`src/hw/rtl/c16df_pkg.sv`:
```
// shared types, constants and the crc step function of the crc16 frame deframer
`timescale 1ns / 1ps
`default_nettype none

package c16df_pkg;

  // width of the max payload register and the payload position counter
  localparam int unsigned LEN_BITS = 12;

  // frame layout
  localparam logic [3:0] HEADER_LAST = 4'd11;

  // crc-16/modbus
  localparam logic [15:0] CRC_POLY = 16'hA001;
  localparam logic [15:0] CRC_INIT = 16'hFFFF;

  // largest value of a 12-bit result field
  localparam logic [LEN_BITS-1:0] FIELD_MAX = '1;

  typedef enum logic [1:0] {
    PH_HEADER,
    PH_PAYLOAD,
    PH_CRC,
    PH_DISCARD
  } phase_e;

  typedef enum logic [2:0] {
    KIND_PAYLOAD  = 3'd0,
    KIND_GOOD     = 3'd1,
    KIND_CRC_ERR  = 3'd2,
    KIND_LEN_ERR  = 3'd3,
    KIND_TRUNC    = 3'd4
  } kind_e;

  // one result transaction
  typedef struct packed {
    kind_e               kind;
    logic [7:0]          payload_byte;
    logic [LEN_BITS-1:0] byte_index;
    logic [31:0]         cmd;
    logic [31:0]         para;
    logic [LEN_BITS-1:0] payload_len;
  } result_t;

  // one byte of reflected crc, unrolled over eight bit steps
  function automatic logic [15:0] crc_byte(logic [15:0] c, logic [7:0] b);
    logic [15:0] r;
    r = c ^ {8'h00, b};
    for (int i = 0; i < 8; i++) begin
      r = r[0] ? ((r >> 1) ^ CRC_POLY) : (r >> 1);
    end
    return r;
  endfunction

endpackage

`default_nettype wire

```
`src/hw/rtl/c16df_in_reg.sv`:
```
// input register stage of the crc16 frame deframer
`timescale 1ns / 1ps
`default_nettype none

module c16df_in_reg (
  input  wire logic       clk_i,
  input  wire logic       rst_ni,
  input  wire logic       in_valid_i,
  output logic            in_ready_o,
  input  wire logic [7:0] data_byte_i,
  input  wire logic       chunk_end_i,
  input  wire logic       advance_i,
  output logic            s1_valid_o,
  output logic [7:0]      s1_data_o,
  output logic            s1_end_o
);

  logic       valid_q, valid_d;
  logic [7:0] data_q;
  logic       end_q;
  logic       accept;

  // slot is free when empty or when its transaction moves on this cycle
  assign in_ready_o = !valid_q || advance_i;
  assign accept     = in_valid_i && in_ready_o;

  always_comb begin
    valid_d = valid_q;
    if (accept) begin
      valid_d = 1'b1;
    end else if (advance_i) begin
      valid_d = 1'b0;
    end
  end

  always_ff @(posedge clk_i or negedge rst_ni) begin
    if (!rst_ni) begin
      valid_q <= 1'b0;
    end else begin
      valid_q <= valid_d;
    end
  end

  // payload capture
  always_ff @(posedge clk_i) begin
    if (accept) begin
      data_q <= data_byte_i;
      end_q  <= chunk_end_i;
    end
  end

  assign s1_valid_o = valid_q;
  assign s1_data_o  = data_q;
  assign s1_end_o   = end_q;

endmodule

`default_nettype wire

```
`src/hw/rtl/c16df_core.sv`:
```
// frame parser state, crc update and result formation of the crc16 frame deframer
`timescale 1ns / 1ps
`default_nettype none

module c16df_core (
  input  wire logic                           clk_i,
  input  wire logic                           rst_ni,
  input  wire logic                           item_valid_i,
  input  wire logic [7:0]                     data_i,
  input  wire logic                           chunk_end_i,
  input  wire logic                           cfg_we_i,
  input  wire logic [c16df_pkg::LEN_BITS-1:0] cfg_wdata_i,
  output logic                                res_valid_o,
  output c16df_pkg::result_t                  res_o
);

  c16df_pkg::phase_e                phase_q, phase_d;
  logic [c16df_pkg::LEN_BITS-1:0]   pos_q, pos_d;
  logic [15:0]                      crc_q, crc_d;
  logic [31:0]                      cmd_q, cmd_d;
  logic [31:0]                      para_q, para_d;
  logic [31:0]                      len_q, len_d;
  logic [c16df_pkg::LEN_BITS-1:0]   max_q;

  logic                             in_header;
  logic                             hdr_first;
  logic [3:0]                       hdr_pos;
  logic                             hdr_done;
  logic [15:0]                      crc_new;
  logic [31:0]                      cmd_hdr, para_hdr, len_hdr;
  logic [31:0]                      cmd_cur, para_cur, len_cur;
  logic [c16df_pkg::LEN_BITS-1:0]   len_sat;
  logic                             len_over;
  logic                             len_zero;
  logic [c16df_pkg::LEN_BITS-1:0]   pos_inc;
  logic                             payload_done;

  // header bookkeeping; position zero opens a new frame
  assign in_header = (phase_q == c16df_pkg::PH_HEADER);
  assign hdr_first = (pos_q == '0) || (pos_q > c16df_pkg::LEN_BITS'(c16df_pkg::HEADER_LAST));
  assign hdr_pos   = hdr_first ? 4'd0 : pos_q[3:0];
  assign hdr_done  = (hdr_pos == c16df_pkg::HEADER_LAST);

  // crc over every frame byte
  assign crc_new = c16df_pkg::crc_byte((in_header && hdr_first) ? c16df_pkg::CRC_INIT : crc_q,
                                       data_i);

  // little-endian word assembly
  always_comb begin
    cmd_hdr  = hdr_first ? 32'd0 : cmd_q;
    para_hdr = hdr_first ? 32'd0 : para_q;
    len_hdr  = hdr_first ? 32'd0 : len_q;
    if (hdr_pos < 4'd4) begin
      cmd_hdr[{hdr_pos[1:0], 3'b000} +: 8] = data_i;
    end else if (hdr_pos < 4'd8) begin
      para_hdr[{hdr_pos[1:0], 3'b000} +: 8] = data_i;
    end else begin
      len_hdr[{hdr_pos[1:0], 3'b000} +: 8] = data_i;
    end
  end

  // words seen by a frame end report
  assign cmd_cur  = in_header ? cmd_hdr  : cmd_q;
  assign para_cur = in_header ? para_hdr : para_q;
  assign len_cur  = in_header ? len_hdr  : len_q;
  assign len_sat  = (len_cur[31:c16df_pkg::LEN_BITS] != '0) ? c16df_pkg::FIELD_MAX
                                                            : len_cur[c16df_pkg::LEN_BITS-1:0];

  // length checks and payload counting
  assign len_over     = (len_hdr > {{(32 - c16df_pkg::LEN_BITS){1'b0}}, max_q});
  assign len_zero     = (len_hdr == 32'd0);
  assign pos_inc      = pos_q + c16df_pkg::LEN_BITS'(1);
  assign payload_done = ({{(32 - c16df_pkg::LEN_BITS){1'b0}}, pos_inc} >= len_q);

  // next state
  always_comb begin
    phase_d = phase_q;
    pos_d   = pos_q;
    crc_d   = crc_q;
    cmd_d   = cmd_q;
    para_d  = para_q;
    len_d   = len_q;
    if (item_valid_i) begin
      case (phase_q)
        c16df_pkg::PH_HEADER: begin
          crc_d  = crc_new;
          cmd_d  = cmd_hdr;
          para_d = para_hdr;
          len_d  = len_hdr;
          if (hdr_done) begin
            pos_d = '0;
            if (len_over) begin
              phase_d = chunk_end_i ? c16df_pkg::PH_HEADER : c16df_pkg::PH_DISCARD;
            end else if (chunk_end_i) begin
              phase_d = c16df_pkg::PH_HEADER;
            end else begin
              phase_d = len_zero ? c16df_pkg::PH_CRC : c16df_pkg::PH_PAYLOAD;
            end
          end else if (chunk_end_i) begin
            pos_d = '0;
          end else begin
            pos_d = c16df_pkg::LEN_BITS'(hdr_pos) + c16df_pkg::LEN_BITS'(1);
          end
        end
        c16df_pkg::PH_PAYLOAD: begin
          crc_d = crc_new;
          if (chunk_end_i) begin
            phase_d = c16df_pkg::PH_HEADER;
            pos_d   = '0;
          end else if (payload_done) begin
            phase_d = c16df_pkg::PH_CRC;
            pos_d   = '0;
          end else begin
            pos_d = pos_inc;
          end
        end
        c16df_pkg::PH_CRC: begin
          crc_d = crc_new;
          if (pos_q != '0) begin
            pos_d = '0;
            if (crc_new == 16'd0 || chunk_end_i) begin
              phase_d = c16df_pkg::PH_HEADER;
            end else begin
              phase_d = c16df_pkg::PH_DISCARD;
            end
          end else if (chunk_end_i) begin
            phase_d = c16df_pkg::PH_HEADER;
            pos_d   = '0;
          end else begin
            pos_d = pos_inc;
          end
        end
        c16df_pkg::PH_DISCARD: begin
          if (chunk_end_i) begin
            phase_d = c16df_pkg::PH_HEADER;
            pos_d   = '0;
          end
        end
        default: begin
          phase_d = c16df_pkg::PH_HEADER;
          pos_d   = '0;
        end
      endcase
    end
  end

  // result formation
  always_comb begin
    res_valid_o        = 1'b0;
    res_o.kind         = c16df_pkg::KIND_PAYLOAD;
    res_o.payload_byte = 8'd0;
    res_o.byte_index   = '0;
    res_o.cmd          = cmd_cur;
    res_o.para         = para_cur;
    res_o.payload_len  = len_sat;
    if (item_valid_i) begin
      case (phase_q)
        c16df_pkg::PH_HEADER: begin
          if (hdr_done && len_over) begin
            res_valid_o = 1'b1;
            res_o.kind  = c16df_pkg::KIND_LEN_ERR;
          end else if (chunk_end_i) begin
            res_valid_o = 1'b1;
            res_o.kind  = c16df_pkg::KIND_TRUNC;
          end
        end
        c16df_pkg::PH_PAYLOAD: begin
          res_valid_o = 1'b1;
          if (chunk_end_i) begin
            res_o.kind = c16df_pkg::KIND_TRUNC;
          end else begin
            res_o.kind         = c16df_pkg::KIND_PAYLOAD;
            res_o.payload_byte = data_i;
            res_o.byte_index   = pos_q;
            res_o.cmd          = 32'd0;
            res_o.para         = 32'd0;
            res_o.payload_len  = '0;
          end
        end
        c16df_pkg::PH_CRC: begin
          if (pos_q != '0) begin
            res_valid_o = 1'b1;
            res_o.kind  = (crc_new == 16'd0) ? c16df_pkg::KIND_GOOD : c16df_pkg::KIND_CRC_ERR;
          end else if (chunk_end_i) begin
            res_valid_o = 1'b1;
            res_o.kind  = c16df_pkg::KIND_TRUNC;
          end
        end
        default: begin
          res_valid_o = 1'b0;
        end
      endcase
    end
  end

  // parser state registers
  always_ff @(posedge clk_i or negedge rst_ni) begin
    if (!rst_ni) begin
      phase_q <= c16df_pkg::PH_HEADER;
      pos_q   <= '0;
      crc_q   <= c16df_pkg::CRC_INIT;
      cmd_q   <= 32'd0;
      para_q  <= 32'd0;
      len_q   <= 32'd0;
    end else begin
      phase_q <= phase_d;
      pos_q   <= pos_d;
      crc_q   <= crc_d;
      cmd_q   <= cmd_d;
      para_q  <= para_d;
      len_q   <= len_d;
    end
  end

  // max payload configuration register
  always_ff @(posedge clk_i or negedge rst_ni) begin
    if (!rst_ni) begin
      max_q <= c16df_pkg::LEN_BITS'(1026);
    end else if (cfg_we_i) begin
      max_q <= cfg_wdata_i;
    end
  end

endmodule

`default_nettype wire

```
`src/hw/rtl/c16df_out_reg.sv`:
```
// result register stage of the crc16 frame deframer
`timescale 1ns / 1ps
`default_nettype none

module c16df_out_reg (
  input  wire logic               clk_i,
  input  wire logic               rst_ni,
  input  wire logic               s1_valid_i,
  output logic                    advance_o,
  input  wire logic               res_valid_i,
  input  wire c16df_pkg::result_t res_i,
  output logic                    out_valid_o,
  input  wire logic               out_ready_i,
  output c16df_pkg::result_t      res_o
);

  logic               valid_q, valid_d;
  c16df_pkg::result_t res_q;

  // a staged transaction moves on when the result slot is free or draining
  assign advance_o = s1_valid_i && (!valid_q || out_ready_i);

  always_comb begin
    valid_d = valid_q;
    if (advance_o) begin
      valid_d = res_valid_i;
    end else if (out_ready_i) begin
      valid_d = 1'b0;
    end
  end

  always_ff @(posedge clk_i or negedge rst_ni) begin
    if (!rst_ni) begin
      valid_q <= 1'b0;
    end else begin
      valid_q <= valid_d;
    end
  end

  // result payload capture
  always_ff @(posedge clk_i) begin
    if (advance_o && res_valid_i) begin
      res_q <= res_i;
    end
  end

  assign out_valid_o = valid_q;
  assign res_o       = res_q;

endmodule

`default_nettype wire

```
`src/hw/rtl/crc16_frame_deframer_top.sv`:
```
// Streaming deframer for length-prefixed frames checked by crc-16/modbus.
// Path: a byte accepted into the input register is parsed into the result register once
// the result slot is free or draining, and its result, if any, is then offered on out_valid_o.
// Throughput: one byte per cycle; a result waiting on out_ready holds the input stage.
// Reset: asynchronous, active low; parser returns to frame start, crc to 0xFFFF,
// max payload to 1026, both stages empty.
`timescale 1ns / 1ps
`default_nettype none

module crc16_frame_deframer_top (
  input  wire logic        clk_i,
  input  wire logic        rst_ni,
  input  wire logic        in_valid_i,
  output logic             in_ready_o,
  input  wire logic [7:0]  data_byte_i,
  input  wire logic        chunk_end_i,
  output logic             out_valid_o,
  input  wire logic        out_ready_i,
  output logic [2:0]       kind_o,
  output logic [7:0]       payload_byte_o,
  output logic [11:0]      byte_index_o,
  output logic [31:0]      cmd_o,
  output logic [31:0]      para_o,
  output logic [11:0]      payload_len_o,
  input  wire logic        cfg_we_i,
  input  wire logic [11:0] cfg_wdata_i
);

  logic               advance;
  logic               s1_valid;
  logic [7:0]         s1_data;
  logic               s1_end;
  logic               res_valid;
  c16df_pkg::result_t res;
  c16df_pkg::result_t out_res;

  // input stage
  c16df_in_reg u_in_reg (
    .clk_i       (clk_i),
    .rst_ni      (rst_ni),
    .in_valid_i  (in_valid_i),
    .in_ready_o  (in_ready_o),
    .data_byte_i (data_byte_i),
    .chunk_end_i (chunk_end_i),
    .advance_i   (advance),
    .s1_valid_o  (s1_valid),
    .s1_data_o   (s1_data),
    .s1_end_o    (s1_end)
  );

  // parser and crc
  c16df_core u_core (
    .clk_i        (clk_i),
    .rst_ni       (rst_ni),
    .item_valid_i (advance),
    .data_i       (s1_data),
    .chunk_end_i  (s1_end),
    .cfg_we_i     (cfg_we_i),
    .cfg_wdata_i  (cfg_wdata_i),
    .res_valid_o  (res_valid),
    .res_o        (res)
  );

  // result stage
  c16df_out_reg u_out_reg (
    .clk_i       (clk_i),
    .rst_ni      (rst_ni),
    .s1_valid_i  (s1_valid),
    .advance_o   (advance),
    .res_valid_i (res_valid),
    .res_i       (res),
    .out_valid_o (out_valid_o),
    .out_ready_i (out_ready_i),
    .res_o       (out_res)
  );

  // result fields to ports
  assign kind_o         = out_res.kind;
  assign payload_byte_o = out_res.payload_byte;
  assign byte_index_o   = out_res.byte_index;
  assign cmd_o          = out_res.cmd;
  assign para_o         = out_res.para;
  assign payload_len_o  = out_res.payload_len;

endmodule

`default_nettype wire

```
`config.mk`:
```
export PLATFORM = sky130hd
export DESIGN_NAME = crc16_frame_deframer_top
export DESIGN_NICKNAME = d
export VERILOG_FILES = /design/src/hw/rtl/c16df_pkg.sv /design/src/hw/rtl/c16df_in_reg.sv /design/src/hw/rtl/c16df_core.sv /design/src/hw/rtl/c16df_out_reg.sv /design/src/hw/rtl/crc16_frame_deframer_top.sv
export SDC_FILE = /design/constraint.sdc
export NUM_CORES = 1
export LEC_CHECK = 0
export BUFFER_PORTS_ARGS = -buffer_cell sky130_fd_sc_hd__clkbuf_2
export CORE_MARGIN = 2
export CORE_UTILIZATION = 40
export DETAILED_ROUTE_END_ITERATION = 12
export GPL_TIMING_DRIVEN = 0
export MAX_ROUTING_LAYER = met4
export PLACE_DENSITY = 0.6
export SYNTH_ARGS = -nofsm -noshare
export SYNTH_HDL_FRONTEND = slang
export SYNTH_SLANG_ARGS = --single-unit
```
`constraint.sdc`:
```
create_clock -name clk_i -period 11.1 [get_ports clk_i]
set_clock_uncertainty 0.2 [all_clocks]
set_input_delay 0.555 -clock clk_i [delete_from_list [all_inputs] [get_ports clk_i]]
set_output_delay 0.555 -clock clk_i [all_outputs]
set_load 0.05 [all_outputs]
```
### Word-level counts from Yosys, hierarchy flattened

Index checks and enable logic that the tools add are counted.

* add/sub/neg operators: 3
* eq/ne operators: 7
* shift operators: 2
* reduce and logical (&&, ||, !) cells: 24
* magnitude comparators: 5
* bitwise logic cells: 11
* muxes and demuxes: 61

Operator list (number)
* $mux W32: 11
* $mux W76: 3
* $mux W16: 9
* $bwmux W32: 3
* $mux W12: 8
* $pmux W12 S4: 1
* $ge A12 B32 Y1: 1
* $gt A32 B12 Y1: 1
* $logic_not A32 Y1: 1
* $shift A8 B7 Y32 const A: 1
* $shiftx A8 B7 Y32: 1
* $not A2 Y3: 8
* $mux W2: 11
* $reduce_bool A20 Y1: 1
* $logic_not A16 Y1: 1
* $xor A16 B8 Y16: 1
* $add A12 B1 Y12 const B: 1
* $gt A12 B4 Y1 const B: 1
* $logic_not A12 Y1: 1
* $reduce_bool A12 Y1: 1
* $mux W3: 3
* $pmux W3 S3: 1
* $mux W1: 8
* $pmux W2 S4: 1
* 20 further kinds: 34

* logic and storage cells: 130
* register bits after elaboration: 248

### Longest topological paths before layout

Gate-level depths: netlist of run 1.

* depth in word-level cells: 26
* gate-level depth with buffers: 21
* depth with buffers taken out: 19

### Modules after synthesis

Synthesis of run 1 repeated with hierarchy kept, for this count alone.

* cells, all modules: 1269
* area, all modules: 12460.7 um^2

By module, submodules not included
* c16df_core: cells an instance 1151, area an instance 9095.0 um^2, sequential area each 3475.8 um^2, instances 1
* c16df_out_reg: cells an instance 105, area an instance 3041.7 um^2, sequential area each 2997.9 um^2, instances 1
* c16df_in_reg: cells an instance 13, area an instance 324.1 um^2, sequential area each 295.3 um^2, instances 1

### Worst setup path after synthesis of run 1

OpenSTA, ideal clock, no wires.

* path type: reg-to-reg
* start: register u_core.pos_q[5] (netlist name)
* end: register u_out_reg.res_q, in the netlist u_out_reg.res_o[0] (enable)
* period minus slack after synthesis: 9192 ps
* library setup time: 559 ps
* path slack: 1908 ps
* arrival: 8434 ps
* cell stages (with the launch flop): 22
* required time: 10341 ps
* path buffers: 4
* cell sequence: dfrtp_1 buf_2 or4_1 buf_2 nor4_4 buf_4 nand2_1 ha_1 and3b_1 nand2_1 nor2_1 clkbuf_1 nand2_1 o21ai_0 ha_1 a21oi_1 o211ai_1 o31ai_1 a21oi_1 o31ai_1 o21a_1 nor2_1

* word-level cells in the longest chain between the ends: 14

Ends and longest elaborated chain
* from (decl): line c16df_core.sv:18 `logic [c16df_pkg::LEN_BITS-1:0] pos_q, pos_d;`
* from (signal assigned): line c16df_core.sv:207 `pos_q <= pos_d;`
* $gt A12 B4 Y1 / $logic_not A12 Y1 (equally long branches): line c16df_core.sv:40 `assign hdr_first = (pos_q == '0) || (pos_q > c16df_pkg::LEN_BITS'(c16df_pkg::HEADER_LAST));`
* $logic_or A1 B1 Y1: line c16df_core.sv:40
* $mux W4: line c16df_core.sv:41 `assign hdr_pos = hdr_first ? 4'd0 : pos_q[3:0];`
* $neg A5 Y7: line c16df_core.sv:58 `len_hdr[{hdr_pos[1:0], 3'b000} +: 8] = data_i;`
* $shiftx A8 B7 Y32 / $shift A8 B7 Y32 (equally long branches): line c16df_core.sv:58
* $bwmux W32: line c16df_core.sv:58
* $mux W32: line c16df_core.sv:55 `end else if (hdr_pos < 4'd8) begin`
* $mux W32: line c16df_core.sv:53 `if (hdr_pos < 4'd4) begin`
* $gt A32 B12 Y1: line c16df_core.sv:70 `assign len_over = (len_hdr > {{(32 - c16df_pkg::LEN_BITS){1'b0}}, max_q});`
* $logic_and A1 B1 Y1: line c16df_core.sv:159 `if (hdr_done && len_over) begin`
* $mux W1: line c16df_core.sv:159
* $pmux W1 S3 (*): line c16df_core.sv:157 `case (phase_q)`
* $mux W1 (*): line c16df_core.sv:156 `if (item_valid_i) begin`
* $logic_and A1 B1 Y1 (*): line c16df_out_reg.sv:42 `if (advance_o && res_valid_i) begin`
* to (signal assigned): line c16df_out_reg.sv:43 `res_q <= res_i;`
* to (decl): line c16df_out_reg.sv:18 `c16df_pkg::result_t res_q;`

Every way passes the cells marked *; elsewhere a longest branch is shown, timed or not.
A chain may end at the register's enable or synchronous reset.

### Worst setup path in the final report of run 1

* start: register u_core.pos_q[5] (netlist name)
* end: register u_out_reg.res_q, in the netlist u_out_reg.res_o[92] (enable)

The elaborated chain is that of the path after synthesis.

==> summary.md, run 1 <==
| Metric | Value |
|---|---|
| YS warnings | `0` |
| Distinct cells, synth | `72` |
| H-tree depth | `1` |
| Worst hold start | `in_valid_i` |
| Critical path data arrival time | `7.53 ns` |
| Crit-path slowest cell | `nor4_4` |
| Max FO, Critical Path | `34` |
| Max Slew Vio Count | `0` |
| RSZ-0062 raised after global routing | `no` |
| Ys flop type | `dfrtp_1` |
| Vias per inst | `5.63` |
| CP peak stage delay | `0.58 ns` |
| Crit path kind | `reg2reg` |
| Core ar. | `30700 sq um` |
| Port Buffer Count | `between 100 and 150` |
| Num ports | `roughly 130` |
| Worst min-delay path category | `in2reg` |
| Clock Latency Late Sink | `0.55 ns` |
| CTS max path bufs | `3` |
| FF-to-FF setup slack | `3.65 ns` |
| Tmin final | `7.45 ns` |
| Max_cap viols | `0` |
| Post-DP HPWL | `26600 um` |
| Routed len/inst | `19.9 um` |
| Avg Inst Size Synth | `9.71 sq um` |
| Sink of the worst hold path | `u_in_reg.s1_valid_o` |
| Via count | `10600` |
| Multi-input logic area | `5240 sq um` |
| Top post-synthesis cells by area | `edfxtp_1, dfrtp_1, nand2_1` |
| Post-CTS sizing | `0` |
| Endpoint type of the worst setup path | `register` |
| Final wirelength | `37300 um` |
| Vias in the first global route | `10400` |
| Pin count of the biggest net entering global routing | `85` |
| Die width | `181 um` |
| Crit Reg-Reg Endpoint | `u_out_reg.res_o[92]` |
| Cell Chain, Critical Path | `buf_2 -> or4_1 -> buf_2 -> nor4_4 -> buf_4 -> nand2_1 -> ha_1 -> and3b_1 -> nand2_1 -> nor2_1 -> clkbuf_1 -> nand2_1 -> o21ai_0 -> ha_1 -> a21oi_1 -> o21ai_0 -> a2111oi_0 -> a21oi_1 -> o31ai_1 -> o21a_1 -> nor2_4 -> buf_16 -> buf_12` |
| Min-Delay Path Depth | `2` |
| Area Growth Syn to Fin | `18.2%` |
| Worst Max-Slew Pin Slew | `approximately 1.2 ns` |
| Met3 routed WL | `3080 um` |
| Startpoint types | `register` |
| Met2 wire length | `between 15000 and 20000 um` |
| Hold Vio Cnt, Final | `0` |
| Filler instances | `slightly below 3000` |
| CTS sink count | `~250` |
| Mapped Cells | `1287` |
| Post-synth EDFFs | `108` |
| Clock Tree Root | `clkbuf_16` |
| #FFs+latches synth | `248` |
| PwrDens | `221 nW/um^2` |
| Total GRT Usage | `0.235` |
| Fin crit share | `0.671` |
| Crit path required time | `roughly 11 ns` |
| Hold_ws | `around 0.012 ns` |
| Reg area | `around 6800 sq um` |
| Setup violators final | `0` |
| Commonest non-fill, non-tap cell in the layout | `nand2_1` |
| Outcome | `completed` |
| Most frequent cells in the layout | `nand2_1, o21ai_0, clkbuf_2, dfrtp_1, edfxtp_1` |
| Final Util | `0.481` |
| Post-synthesis sequential area ratio | `0.542` |
| Net Count, Synth | `1346` |
| Top cell family by delay on the critical path | `simple AND/OR/NAND/NOR gates` |
| Slew margin rel. | `0.203` |
| Most numerous cell on the critical path | `nand2_1` |
| VDD IR max | `127 uV` |
| Residual DRC | `0` |
| Worst r2r src | `u_core.pos_q[5]` |
| Starting Density | `0.407` |
| DR iter-0 viols | `965` |
| Remaining Overflow, GRT | `0` |
| Pwr Total | `3.26 mW` |
| Leakage | `6.14 nW` |
| Post-synth top area share | `0.260` |
| M1 wire length | `16900 um` |
| Area leader, netlist | `edfxtp_1` |
| Nets@finish | `approximately 1500` |
| Initial antenna violation count | `1` |
| CTS tree | `done` |
| Num CTS Buffers | `27` |
| Fmax achieved | `0.134 GHz` |
| Global-route wire length before repair | `slightly below 60000 um` |
| Post-synthesis instance area | `12500 sq um` |
| Routed Antenna Nets | `0` |
| Routability cong. | `roughly 0.95` |
| DIE AREA | `roughly 33000 sq um` |
| Clock-pin slew on the worst setup and hold paths | `0.06 ns` |
| Async SR Flop Fraction | `0.565` |
| Die height | `about 180 um` |
| Worst R2R Path Depth | `23` |
| Number of core rows | `64` |
| CP Buf/Inv Count | `6` |
| Layout cell share with drive strength beyond 1 | `0.151` |
| Router iterations before antenna repair | `6` |
| Top routing layer in use | `met4` |
cells by family (layout without fill, tap and decap cells):
family	after synthesis	in the layout	share of synthesized area
AOI/OAI and AO/OA	330	330	0.164
buffers and inverters	123	312	0.0390
DFF	248	248	0.542
adders and majority gates	33	33	0.0331
and+or+nand+nor	510	510	0.190
xor gates and xnor gates	39	39	0.0284
muxes	4	4	0.00341
other	0	1	0
timing repair:
| item | in CTS | in global routing |
|---|---|---|
| hold endpoints to repair | 65 | 0 |
| setup buffers | 0 | 0 |
| hold buffers | 10 | 0 |
worst register-to-register path: stages, from the launching register on:
cell and delay [ns]:
dfrtp_1 0.35, buf_2 0.18, or4_1 0.52, buf_2 0.18, nor4_4 0.58, buf_4 0.30, nand2_1 0.14, ha_1 0.43
and3b_1 0.27, nand2_1 0.14, nor2_1 0.17, clkbuf_1 0.46, nand2_1 0.27, o21ai_0 0.51, ha_1 0.35, a21oi_1 0.19
o21ai_0 0.11, a2111oi_0 0.42, a21oi_1 0.20, o31ai_1 0.40, o21a_1 0.23, nor2_4 0.12, buf_16 0.22, buf_12 0.21
metrics by stage:
stage	worst slack, ns	area [sq um]	std cells	setup TNS [ns]
after floorplan	1.91	12500	1287	0
after global placement	-1.32	13600	1809	-129.22
after detailed placement	3.84	13700	1813	0
after CTS	3.80	14800	1872	0
after global routing	3.09	14800	1873	0
final	3.65	14800	1873	0
registers in the layout, summed over array words and instances, names as in the netlist:
register / cells
u_out_reg.res_o: 99
u_core.cmd_q: 32
u_core.len_q: 32
u_core.para_q: 32
u_core.crc_q: 16
u_core.max_q: 12
u_core.pos_q: 12
u_in_reg.s1_data_o: 8
u_core.phase_q: 2
u_in_reg.s1_end_o: 1
u_in_reg.s1_valid_o: 1
u_out_reg.out_valid_o: 1
report_power, final:
group          total (mW)  switching, mW  internal [mW]
clock               0.950          0.380          0.570
combinational        1.12          0.783          0.341
sequential           1.18         0.0745           1.11
cells in the mapped netlist (3+ instances only):
| cell type | count |
|---|---|
| nand4_1 | 14 |
| or2_2 | 4 |
| nor2_1 | 99 |
| and2_1 | 28 |
| dfstp_2 | 18 |
| nor3_1 | 18 |
| edfxtp_1 | 108 |
| xnor2_1 | 27 |
| o211ai_1 | 6 |
| dfrtp_1 | 122 |
| or3_1 | 9 |
| xor2_1 | 11 |
| a32o_1 | 3 |
| nor4_1 | 10 |
| a211oi_1 | 3 |
| o31ai_1 | 5 |
| o21a_1 | 5 |
| a22o_1 | 21 |
| a31oi_1 | 21 |
| nand2b_1 | 11 |
| a21o_1 | 6 |
| a22oi_1 | 28 |
| ha_1 | 33 |
| nand2_1 | 206 |
| clkbuf_1 | 68 |
| a32oi_1 | 7 |
| nor2b_1 | 4 |
| and3_1 | 9 |
| o21ai_1 | 6 |
| nand3_1 | 73 |
| inv_1 | 38 |
| o21ai_0 | 138 |
| buf_2 | 14 |
| a21oi_1 | 55 |
| or4_1 | 7 |
worst max-delay path by stage:
stage / start / endpoint / slack (ns) / cells past startpoint
after floorplan: u_core.pos_q[5] / u_out_reg.res_o[0] / 1.91 / 21
after detailed placement: u_core.pos_q[9] / u_out_reg.res_o[49] / 3.84 / 23
after CTS: u_core.pos_q[5] / u_out_reg.res_o[15] / 3.80 / 23
after global routing: u_core.pos_q[5] / u_out_reg.res_o[24] / 3.09 / 23
final: u_core.pos_q[5] / u_out_reg.res_o[92] / 3.65 / 23
after global placement: u_core.pos_q[5] / u_out_reg.res_o[76] / -1.32 / 21
metal layers:
layer	track usage	vias up
met1	0.337	5048
met3	0.0401	72
met5	-	-
li1	-	4950
met2	0.340	481
met4	0.0726	0
layout make-up:
| type | instances | share of cell area |
|---|---|---|
| inverters | 38 | 0.00966 |
| diodes | 1 | 0.000170 |
| clock buffers | 32 | 0.0477 |
| repair buffers | 140 | 0.0565 |
| clock inverters | 17 | 0.0154 |
| plain buffers | 85 | 0.0233 |
| well taps | 396 | 0.0336 |
| flip-flops and latches | 248 | 0.459 |
| multi-input cells | 916 | 0.355 |
Power figures use the tool's default switching activity.
==> inputs of run 2 (changes only) <==
--- a/config.mk
+++ b/config.mk
@@ -11,7 +11,7 @@
 export DETAILED_ROUTE_END_ITERATION = 12
 export GPL_TIMING_DRIVEN = 0
 export MAX_ROUTING_LAYER = met4
-export PLACE_DENSITY = 0.6
+export PLACE_DENSITY = 0.62
 export SYNTH_ARGS = -nofsm -noshare
 export SYNTH_HDL_FRONTEND = slang
 export SYNTH_SLANG_ARGS = --single-unit
==> constraint.sdc (replaced) <==
create_clock -name clk_i -period 6.8 [get_ports clk_i]
set_clock_uncertainty 0.2 [all_clocks]
set_input_delay 0.34 -clock clk_i [delete_from_list [all_inputs] [get_ports clk_i]]
set_output_delay 0.34 -clock clk_i [all_outputs]
set_load 0.05 [all_outputs]
==> run 2 against run 1 <==
Critical path depth unchanged. Cell area increased by 1.6%. Sequential share of layout area decreased by 0.72 points. Total power increased by 64%. Sequential power increased by 64%. Critical endpoint is now u_out_reg.res_o[46]. Non-clock buffer count increased by 22. Clock-buffer cell count decreased by 1. Core utilization increased by 0.76 points. Largest cell class unchanged. First-iteration DRC count increased by 16%. Cell count increased by 1.1%. Routed wire length increased by 2.6%. Critical path type unchanged.
==> summary.md, run 2 (synthesis gave the netlist of run 1 again) <==
| Metric | Value |
|---|---|
| Fmax achieved | `between 0.15 and 0.2 GHz` |
| Nets@finish | `~1500` |
| Residual DRC | `0` |
| CP Buf/Inv Count | `5` |
| Clock-pin slew on the worst setup and hold paths | `0.06 ns` |
| VDD IR max | `roughly 240 uV` |
| Global-route wire length before repair | `60200 um` |
| Layout cell share with drive strength beyond 1 | `0.155` |
| Crit path required time | `a little under 7 ns` |
| Placed cells | `around 1800` |
| Post-DP HPWL | `between 20000 and 30000 um` |
| H-tree depth | `1` |
| Num ports | `around 130` |
| Port Buffer Count | `126` |
| Remaining Overflow, GRT | `0` |
| Max FFs per register | `99` |
| Setup violators final | `0` |
| CTS sink count | `248` |
| Slew margin rel. | `0.258` |
| CTS max path bufs | `3` |
| Endpoint type of the worst setup path | `register` |
| Final Util | `0.489` |
| Worst Setup SP | `u_core.pos_q[0]` |
| Most numerous cell on the critical path | `nand2_1` |
| RSZ-0062 raised after global routing | `no` |
| Fin cells | `1894` |
| Pin count of the biggest net entering global routing | `82` |
| Initial antenna violation count | `0` |
| Clock Latency Late Sink | `0.54 ns` |
| Final wirelength | `38300 um` |
| Die height | `181 um` |
| CP peak stage delay | `~0.66 ns` |
| Critical path data arrival time | `6.59 ns` |
| Routed len/inst | `just over 20 um` |
| Clock Tree Root | `clkbuf_16` |
| Routed Antenna Nets | `0` |
| Num CTS Buffers | `27` |
| Router iterations before antenna repair | `6` |
| Hold Vio Cnt, Final | `0` |
| Most frequent cells in the layout | `nand2_1, o21ai_0, clkbuf_2, dfrtp_1, edfxtp_1` |
| Inserted Diodes | `0` |
| DIE AREA | `32700 sq um` |
| Tmin final | `roughly 6.5 ns` |
| Outcome | `completed` |
| Starting Density | `0.407` |
| Cell Chain, Critical Path | `inv_1 -> ha_1 -> nor3b_1 -> nor4_4 -> buf_4 -> nand2_1 -> ha_2 -> and3b_1 -> nand2_1 -> nor2_1 -> clkbuf_4 -> nand2_1 -> o21ai_2 -> ha_1 -> a21oi_1 -> o21ai_0 -> a2111oi_1 -> a21oi_1 -> o31ai_2 -> o21a_1 -> nor2_4 -> buf_16 -> buf_12` |
| Vias per inst | `5.67` |
| Number of core rows | `64` |
| Worst r2r src | `u_core.pos_q[0]` |
| Worst min-delay path category | `in2async` |
| Worst Max-Slew Pin Slew | `between 1 and 1.5 ns` |
| Vias in the first global route | `about 10000` |
| Area Growth Syn to Fin | `20.1%` |
| Max_cap viols | `0` |
| CTS tree | `done` |
| PwrDens | `356 nW/um^2` |
| Commonest non-fill, non-tap cell in the layout | `nand2_1` |
| Leakage | `6.24 nW` |
| Core ar. | `30700 sq um` |
| Filler instances | `approximately 3000` |
| Crit-path slowest cell | `dfrtp_1` |
| Max FO, Critical Path | `35` |
| Crit path kind | `reg2reg` |
| Via count | `10700` |
| Fin crit share | `0.958` |
| Pwr Total | `~5.3 mW` |
| DR iter-0 viols | `1121` |
| Routability cong. | `0.989` |
| Die width | `181 um` |
| Dpl ws | `-0.591 ns` |
| Startpoint types | `register` |
| Max Slew Vio Count | `0` |
| Top cell family by delay on the critical path | `compound AO/OA/AOI/OAI gates` |
| Fin worst setup slack | `0.284 ns` |
| Total GRT Usage | `0.239` |
-- run 2: cell types whose count changed in the layout (fill, tap and decap cells not counted), moves of 2 or more --
cell | before | now
buf_4 | 2 | 5
dlygate4sd3_1 | 10 | 28
clkinvlp_4 | 4 | 2
o21ai_0 | 138 | 136
-- run 2: timing repair --
item / 4_1_cts / 5_1_grt
cloned: 0 / 0
resized for setup: 4 / 6
hold buffers: 28 / 0
endpoints found under the setup margin: 103 / 99
pin swaps: 2 / 3
hold endpoints to repair: 82 / 0
setup buffers: 4 / 0
-- run 2: worst paths after layout --
kind	end	cells after the start	slack [ns]
worst max-delay path	u_out_reg.res_o[46]	23	0.28
worst min-delay path	u_core.max_q[11]	2	0.14
worst max register to register	u_out_reg.res_o[46]	23	0.28
worst min register to register	u_core.para_q[19]	2	0.28
max in group asynchronous	u_core.para_q[20]	3	5.43
min in group clk_i	u_core.max_q[1]	4	0.14
-- run 2: worst register-to-register path, delay by kind of cell, from the launching register on --
family / cells / cell delay, ns
adder cells (fa/ha/maj): 3 / 1.04
buffers and inverters: 5 / 1.13
flip-flops: 1 / 0.66
AO/OA/AOI/OAI: 7 / 1.77
AND/OR/NAND/NOR: 8 / 1.43
-- run 2: stage by stage --
step	hold WS, ns	setup TNS [ns]	area [sq um]
6_report	0.138	0	15000
5_1_grt	0.177	0	15000
4_1_cts	0.125	0	15000
3_5_place_dp	0.153	-44.32	13700
3_3_place_gp	0.261	-155.30	13600
2_1_floorplan	-0.156	0	12500
-- run 2: cell type report --
type                    instances  area [sq um]  share of cell area
flip-flops and latches        248          6770               0.451
multi-input cells             916          5260               0.351
inverters                      38           143             0.00951
plain buffers                  85           348              0.0232
clock inverters                18           231              0.0154
clock buffers                  31           691              0.0461
well taps                     396           495              0.0330
repair buffers                162          1060              0.0705
-- run 2: report_power, final --
group,internal (mW),switching (mW),leakage (nW),total (mW)
clock network,0.920,0.622,0.441,1.54
registers,1.81,0.125,2.90,1.94
logic,0.575,1.29,2.90,1.86
total,3.31,2.04,6.24,5.34
-- run 2: routing by layer --
metal | vias to the layer above | track usage | wire (um)
li1 | 4992 | - | -
met1 | 5192 | 0.340 | 17500
met2 | 483 | 0.362 | 17000
met5 | - | - | 0
met3 | 74 | 0.0276 | 2790
met4 | 0 | 0.0687 | 976
